**src/rtl/rme_pkg.sv**
```systemverilog
// ----------------------------------------------------------------------------
// rme_pkg
// Shared widths, codes and types of the modular exponentiation block.
// ----------------------------------------------------------------------------
package rme_pkg;

	localparam int VAL_W = 32;
	localparam int WIDTH = 32;
	localparam int CNT_W = $clog2(WIDTH + 1);
	localparam int IDX_W = 2;

	localparam logic [IDX_W-1:0] REG_MODULUS    = 2'd0;
	localparam logic [IDX_W-1:0] REG_PUBLIC_EXP = 2'd1;
	localparam logic [IDX_W-1:0] REG_PRIVATE_EXP = 2'd2;

	typedef enum logic [2:0] {
		EX_IDLE,
		EX_REDUCE,
		EX_SQUARE,
		EX_MULT,
		EX_DONE
	} ex_state_t;

	typedef struct packed {
		logic             start;
		logic [WIDTH-1:0] a;
		logic [WIDTH-1:0] b;
		logic [WIDTH-1:0] n;
	} mm_cmd_t;

	typedef struct packed {
		logic idle;
		logic done;
	} ex_stat_t;

endpackage

```
**src/rtl/rsa_modular_exponentiation.sv**
```systemverilog
// ----------------------------------------------------------------------------
// rsa_modular_exponentiation
// Modular exponentiation of one value per beat with the public or private
// exponent, using bit-serial modular multiplies.
// ----------------------------------------------------------------------------
// channel  direction  handshake             payload
// in       input      in_valid / in_stall   mode, message_value
// out      output     out_valid / out_stall residue
// cfg      input      wr_en                 wr_index, wr_data
//
// A modulus below 2 gives 0 without a multiply. One item is in flight at a
// time; the output register frees the sequencer while a result waits on
// out_stall. Reset loads modulus 2 and both exponents 1.
// ----------------------------------------------------------------------------
module rsa_modular_exponentiation
	import rme_pkg::*;
(
	input  logic             clk,
	input  logic             arst_n,
	input  logic             in_valid,
	output logic             in_stall,
	input  logic             mode,
	input  logic [VAL_W-1:0] message_value,
	output logic             out_valid,
	input  logic             out_stall,
	output logic [VAL_W-1:0] residue,
	input  logic             wr_en,
	input  logic [IDX_W-1:0] wr_index,
	input  logic [VAL_W-1:0] wr_data
);

	logic [VAL_W-1:0] modulus_q;
	logic [VAL_W-1:0] public_exp_q;
	logic [VAL_W-1:0] private_exp_q;
	logic             out_valid_q;
	logic [VAL_W-1:0] residue_q;

	ex_stat_t         ex_stat;
	logic [WIDTH-1:0] ex_result;
	logic             accept;
	logic             ack;
	logic [WIDTH-1:0] exp_sel;

	assign in_stall = !ex_stat.idle;
	assign accept   = in_valid && !in_stall;
	assign ack      = ex_stat.done && (!out_valid_q || !out_stall);
	assign exp_sel  = mode ? private_exp_q[WIDTH-1:0] : public_exp_q[WIDTH-1:0];

	rme_expo u_expo (
		.clk     (clk),
		.arst_n  (arst_n),
		.start   (accept),
		.base_in (message_value[WIDTH-1:0]),
		.exp_in  (exp_sel),
		.n_in    (modulus_q[WIDTH-1:0]),
		.ack     (ack),
		.stat    (ex_stat),
		.result  (ex_result)
	);

	always_ff @(posedge clk or negedge arst_n) begin
		if (!arst_n) begin
			modulus_q     <= VAL_W'(2);
			public_exp_q  <= VAL_W'(1);
			private_exp_q <= VAL_W'(1);
		end else if (wr_en) begin
			unique case (wr_index)
				REG_MODULUS:     modulus_q     <= wr_data;
				REG_PUBLIC_EXP:  public_exp_q  <= wr_data;
				REG_PRIVATE_EXP: private_exp_q <= wr_data;
				default: ;
			endcase
		end
	end

	always_ff @(posedge clk or negedge arst_n) begin
		if (!arst_n) begin
			out_valid_q <= 1'b0;
		end else if (ack) begin
			out_valid_q <= 1'b1;
		end else if (!out_stall) begin
			out_valid_q <= 1'b0;
		end
	end

	always_ff @(posedge clk) begin
		if (ack) residue_q <= VAL_W'(ex_result);
	end

	assign out_valid = out_valid_q;
	assign residue   = residue_q;

endmodule

```
**src/rtl/rme_mulmod.sv**
```systemverilog
// ----------------------------------------------------------------------------
// rme_mulmod
// Bit-serial modular multiplier: a * b mod n, one bit of b per cycle.
// ----------------------------------------------------------------------------
module rme_mulmod
	import rme_pkg::*;
(
	input  logic             clk,
	input  logic             arst_n,
	input  mm_cmd_t          cmd,
	output logic             done,
	output logic [WIDTH-1:0] prod
);

	logic [CNT_W-1:0] cnt_q;
	logic             done_q;
	logic [WIDTH-1:0] p_q;
	logic [WIDTH-1:0] a_q;
	logic [WIDTH-1:0] b_q;
	logic [WIDTH-1:0] n_q;

	logic [WIDTH:0]   dbl;
	logic [WIDTH:0]   dbl_sub;
	logic [WIDTH-1:0] dbl_red;
	logic [WIDTH:0]   add;
	logic [WIDTH:0]   add_sub;
	logic [WIDTH-1:0] p_next;

	always_comb begin
		dbl     = {p_q, 1'b0};
		dbl_sub = dbl - {1'b0, n_q};
		dbl_red = (dbl >= {1'b0, n_q}) ? dbl_sub[WIDTH-1:0] : dbl[WIDTH-1:0];
		add     = {1'b0, dbl_red} + (b_q[WIDTH-1] ? {1'b0, a_q} : '0);
		add_sub = add - {1'b0, n_q};
		p_next  = (add >= {1'b0, n_q}) ? add_sub[WIDTH-1:0] : add[WIDTH-1:0];
	end

	always_ff @(posedge clk or negedge arst_n) begin
		if (!arst_n) begin
			cnt_q  <= '0;
			done_q <= 1'b0;
		end else begin
			done_q <= (cnt_q == CNT_W'(1));
			if (cmd.start && cnt_q == '0) begin
				cnt_q <= CNT_W'(WIDTH);
			end else if (cnt_q != '0) begin
				cnt_q <= cnt_q - CNT_W'(1);
			end
		end
	end

	always_ff @(posedge clk) begin
		if (cmd.start && cnt_q == '0) begin
			p_q <= '0;
			a_q <= cmd.a;
			b_q <= cmd.b;
			n_q <= cmd.n;
		end else if (cnt_q != '0) begin
			p_q <= p_next;
			b_q <= {b_q[WIDTH-2:0], 1'b0};
		end
	end

	assign done = done_q;
	assign prod = p_q;

endmodule

```
**src/rtl/rme_expo.sv**
```systemverilog
// ----------------------------------------------------------------------------
// rme_expo
// Square-and-multiply sequencer over the exponent bits, MSB first.
// ----------------------------------------------------------------------------
module rme_expo
	import rme_pkg::*;
(
	input  logic             clk,
	input  logic             arst_n,
	input  logic             start,
	input  logic [WIDTH-1:0] base_in,
	input  logic [WIDTH-1:0] exp_in,
	input  logic [WIDTH-1:0] n_in,
	input  logic             ack,
	output ex_stat_t         stat,
	output logic [WIDTH-1:0] result
);

	ex_state_t        state_q;
	ex_state_t        state_d;
	logic [CNT_W-1:0] k_q;
	logic [WIDTH-1:0] exp_q;
	logic [WIDTH-1:0] n_q;
	logic [WIDTH-1:0] base_q;
	logic [WIDTH-1:0] res_q;

	mm_cmd_t          mm_cmd;
	logic             mm_done;
	logic [WIDTH-1:0] mm_prod;

	logic             n_small;
	logic             ebit;
	logic             last;

	assign n_small = ~|n_in[WIDTH-1:1];
	assign ebit    = exp_q[WIDTH-1];
	assign last    = (k_q == CNT_W'(1));

	rme_mulmod u_mulmod (
		.clk    (clk),
		.arst_n (arst_n),
		.cmd    (mm_cmd),
		.done   (mm_done),
		.prod   (mm_prod)
	);

	always_comb begin
		state_d = state_q;
		unique case (state_q)
			EX_IDLE: begin
				if (start) state_d = n_small ? EX_DONE : EX_REDUCE;
			end
			EX_REDUCE: begin
				if (mm_done) state_d = EX_SQUARE;
			end
			EX_SQUARE: begin
				if (mm_done) state_d = ebit ? EX_MULT : (last ? EX_DONE : EX_SQUARE);
			end
			EX_MULT: begin
				if (mm_done) state_d = last ? EX_DONE : EX_SQUARE;
			end
			EX_DONE: begin
				if (ack) state_d = EX_IDLE;
			end
			default: state_d = EX_IDLE;
		endcase
	end

	always_comb begin
		mm_cmd.start = 1'b0;
		mm_cmd.a     = mm_prod;
		mm_cmd.b     = mm_prod;
		mm_cmd.n     = n_q;
		unique case (state_q)
			EX_IDLE: begin
				mm_cmd.start = start && !n_small;
				mm_cmd.a     = WIDTH'(1);
				mm_cmd.b     = base_in;
				mm_cmd.n     = n_in;
			end
			EX_REDUCE: begin
				mm_cmd.start = mm_done;
				mm_cmd.a     = WIDTH'(1);
				mm_cmd.b     = WIDTH'(1);
			end
			EX_SQUARE: begin
				mm_cmd.start = mm_done && (ebit || !last);
				mm_cmd.b     = ebit ? base_q : mm_prod;
			end
			EX_MULT: begin
				mm_cmd.start = mm_done && !last;
			end
			EX_DONE: begin
				mm_cmd.start = 1'b0;
			end
			default: mm_cmd.start = 1'b0;
		endcase
		stat.idle = (state_q == EX_IDLE);
		stat.done = (state_q == EX_DONE);
	end

	always_ff @(posedge clk or negedge arst_n) begin
		if (!arst_n) begin
			state_q <= EX_IDLE;
			k_q     <= '0;
		end else begin
			state_q <= state_d;
			if (state_q == EX_IDLE && start) begin
				k_q <= CNT_W'(WIDTH);
			end else if (mm_done && ((state_q == EX_SQUARE && !ebit) || state_q == EX_MULT)) begin
				k_q <= k_q - CNT_W'(1);
			end
		end
	end

	always_ff @(posedge clk) begin
		if (state_q == EX_IDLE && start) begin
			n_q   <= n_in;
			exp_q <= exp_in;
			res_q <= '0;
		end else if (state_q == EX_REDUCE && mm_done) begin
			base_q <= mm_prod;
		end else if (mm_done && ((state_q == EX_SQUARE && !ebit) || state_q == EX_MULT)) begin
			exp_q <= {exp_q[WIDTH-2:0], 1'b0};
			if (last) res_q <= mm_prod;
		end
	end

	assign result = res_q;

endmodule
```
**config.mk**
```make
export PLATFORM = sky130hd
export DESIGN_NAME = rsa_modular_exponentiation
export DESIGN_NICKNAME = d
export VERILOG_FILES = /design/src/rtl/rme_pkg.sv /design/src/rtl/rsa_modular_exponentiation.sv /design/src/rtl/rme_mulmod.sv /design/src/rtl/rme_expo.sv
export SDC_FILE = /design/constraint.sdc
export NUM_CORES = 1
export LEC_CHECK = 0
export BUFFER_PORTS_ARGS = -buffer_cell sky130_fd_sc_hd__buf_2
export CAP_MARGIN = 20
export CORE_MARGIN = 1.5
export CORE_UTILIZATION = 62
export DETAILED_ROUTE_END_ITERATION = 6
export GPL_ROUTABILITY_DRIVEN = 1
export GPL_TIMING_DRIVEN = 1
export HOLD_SLACK_MARGIN = 0.15
export PLACE_DENSITY = 0.88
export SYNTH_ARGS = -nofsm -noshare
export SYNTH_HDL_FRONTEND = slang
export SYNTH_SLANG_ARGS = --single-unit
```
**constraint.sdc**
```tcl
create_clock -name clk -period 8.3 [get_ports clk]
set_input_delay 0.83 -clock clk [delete_from_list [all_inputs] [get_ports clk]]
set_output_delay 0.83 -clock clk [all_outputs]
set_load 0.01 [all_outputs]
```
==> metrics.md <==
| Metric | Value |
|---|---|
| #FFs+latches synth | `401` |
| Inst Count DP | `2458` |
| CP max FO | `29` |
| Chip Width | `188 um` |
| Final cell count without fillers | `2534` |
| Initial antenna violation count | `0` |
| WL/cell | `22.1 um` |
| CTS tree | `yes` |
| Iteration-0 DRC count of the detailed router | `1420` |
| Register area share after synthesis | `51.0%` |
| Share of the synthesized area in the top cell type | `31.7%` |
| HP Class | `input port to async pin` |
| Leakage | `0.0101 uW` |
| Ys async rst share | `28.2%` |
| Routed wire length | `56000 um` |
| Most frequent cells in the layout | `edfxtp_1, nand2_1, a21oi_1, mux2_2, nor2_1` |
| Distinct cell type count after synthesis | `77` |
| Startpoint types | `register` |
| Hold Violations, Final | `0` |
| Row count | `67` |
| CTS root buffer | `clkbuf_16` |
| Clock Path Buffers | `3` |
| Global placer's final weighted congestion | `0.955` |
| Yosys warns | `0` |
| Fillers | `2359` |
| Num ports | `106` |
| Critical path's slowest cell | `or3_1` |
| TritonRoute pass-1 iters | `7` |
| CTS Hold Bufs | `0` |
| Max-cap violations | `0` |
| Peak VDD IR | `0.189 mV` |
| Layout Nets | `2229` |
| Final Critical Period | `7.89 ns` |
| Chip Height | `188 um` |
| Area contributors post-synth | `edfxtp_1, dfrtp_1, mux2_2` |
| Crit Reg-Reg Endpoint | `u_expo.u_mulmod.prod[0]$_SDFFE_PP0P_` |
| CP delay by family, top | `compound AO/OA/AOI/OAI gates` |
| H-tree levels | `2` |
| Crit. End Element | `register` |
| Routed Antenna Nets | `0` |
| Reg clk slew, reported paths | `0.07 ns` |
| Reg2reg start | `u_expo.u_mulmod.prod[9]$_SDFFE_PP0P_` |
| Final Power | `4710 uW` |
| Syn avg cell area | `10.9 um2` |
| Synth Instances | `1952` |
| WP data arrival | `8.36 ns` |
| Leading cell type in the layout, fill and taps excluded | `edfxtp_1` |
| Reg2reg path depth | `30` |
| Prevailing post-synth register cell | `edfxtp_1` |
| Input/output buffers | `105` |
| Crit path kind | `register to register` |
| Post-CTS Setup Inserts | `0` |
| Vias in the first global route | `16076` |
| Total number of vias | `15981` |
| Yosys top cell by area | `edfxtp_1` |
| Slowest stage delay, CP | `0.46 ns` |
| Antenna cells | `0` |
| Post-DP HPWL | `39400 um` |
| Initial Util | `63.2%` |
| Final Setup Violations | `0` |
| Cts bufs inserted | `41` |
| Area Growth Syn to Fin | `11.8%` |
| Status | `completed` |
| Core area | `0.0336 mm2` |
| CP required | `8.77 ns` |
| Pin count of the biggest net entering global routing | `86` |
| Worst skew pair latency | `0.55 ns` |
| Slew Viols, Final | `0` |
| R2R Setup Slk | `0.41 ns` |
| Post-Syn Nets | `2127` |
| Area of the mapped netlist | `0.0212 mm2` |
| Vias per std cell | `6.31` |
| Fin crit share | `95.0%` |
| PD cells | `198 mW/mm2` |
| Gr ovfl total | `0` |
| Setup Skew | `0.0165 ns` |
| Layout cells sized above 1 | `18.4%` |
| First-pass GRT wire length | `87900 um` |
| Sink Count | `401` |
| CP bufs+invs | `4` |
| Total negative slack | `0 ns` |
| RSZ-0062 raised after global routing | `false` |
| Number of synthesized flops with an enable pin | `224` |
| Die area | `0.0354 mm2` |
| Fmax | `0.127 GHz` |
| Number of remaining DRC errors | `0` |
| Actual slew at the worst max-slew pin | `1.08 ns` |
| GRT Overall Usage | `31.7%` |
| Slew margin rel. | `28.3%` |
-- per-layer routing --
| metal | up-vias | wire, um | GRT usage (%) |
|---|---|---|---|
| met5 | - | 0 | 0 |
| met4 | 0 | 1340 | 8.83 |
| met3 | 92 | 4460 | 4.04 |
| met2 | 747 | 26100 | 51.2 |
| met1 | 7749 | 24100 | 45.3 |
| li1 | 7393 | - | - |
-- cells in the mapped netlist (all sizes together), types with 4 or more instances --
master  number
o211ai      10
o31ai       15
o22ai        4
or2          7
o21a        15
and2        41
nor2       120
a21oi      171
ha         100
a221oi       4
a311o        4
a31oi        5
o21bai      10
dfrtp      110
edfxtp     224
nand3       27
or3          8
o211a        5
and3        14
o21ai      111
mux2i       61
a21boi       7
nor4        13
nor3        31
xor2        22
a21o        40
nor2b       39
nand2      173
a222oi      31
a211oi      17
dfxtp       64
nand4       14
inv         84
buf         19
mux2       137
a221o        4
xnor2       54
nand2b      13
nand3b       4
clkbuf      70
-- cell families (layout without fill, tap and decap cells) --
family	count (synthesis)	count (layout)	synth area share, %
compound gates	486	486	14.7
fa+ha+maj	103	103	6.17
buf+inv	174	308	3.24
simple gates	514	514	11.6
xor+xnor	76	76	3.13
flops	401	401	51.0
mux	198	198	10.1
-- how the worst max path moves through the flow --
stage / startpoint / endpoint / cells after the start
2_1_floorplan: u_expo.u_mulmod.n_q[15]$_DFFE_PP_ / u_expo.u_mulmod.prod[26]$_SDFFE_PP0P_ / 29
3_3_place_gp: u_expo.u_mulmod.prod[9]$_SDFFE_PP0P_ / u_expo.u_mulmod.prod[30]$_SDFFE_PP0P_ / 30
3_5_place_dp: u_expo.u_mulmod.prod[9]$_SDFFE_PP0P_ / u_expo.u_mulmod.prod[30]$_SDFFE_PP0P_ / 27
4_1_cts: u_expo.u_mulmod.prod[9]$_SDFFE_PP0P_ / u_expo.u_mulmod.prod[30]$_SDFFE_PP0P_ / 27
5_1_grt: u_expo.u_mulmod.n_q[1]$_DFFE_PP_ / u_expo.u_mulmod.prod[30]$_SDFFE_PP0P_ / 30
6_report: u_expo.u_mulmod.prod[9]$_SDFFE_PP0P_ / u_expo.u_mulmod.prod[0]$_SDFFE_PP0P_ / 30
-- through the flow --
| stage | util (%) | instance area [um2] | setup WS [ns] | hold WS, ns |
|---|---|---|---|---|
| after detailed placement | 66.4 | 22300 | 0.434 | 0.414 |
| final | 70.6 | 23700 | 0.411 | 0.330 |
| after CTS | 70.5 | 23700 | 0.395 | 0.344 |
| after global routing | 70.6 | 23700 | 0.0119 | 0.385 |
| after floorplan | - | 21200 | 1.43 | 0.408 |
| after global placement | 66.4 | 22300 | 0.548 | 0.412 |
-- layout make-up --
| type | instances | area (um2) | area share (%) |
|---|---|---|---|
| inverter | 85 | 319 | 1.34 |
| timing repair buffer | 148 | 876 | 3.69 |
| multi-input combinational | 1377 | 9780 | 41.2 |
| clock inverter | 19 | 220 | 0.928 |
| tap | 448 | 561 | 2.36 |
| sequential | 401 | 10800 | 45.7 |
| clock buffer | 56 | 1140 | 4.82 |
-- power by group --
group	switching (uW)	internal, uW	total [uW]
registers	97.7	2230	2330
clock network	782	1100	1880
logic	265	237	502
total	1140	3570	4710
-- repair_timing --
item                                    in CTS  in global routing
endpoints found under the hold margin        0                  0
resized for setup                            0                  4
endpoints found under the setup margin       0                  7
No activity file was read; power rests on OpenSTA's default activity.
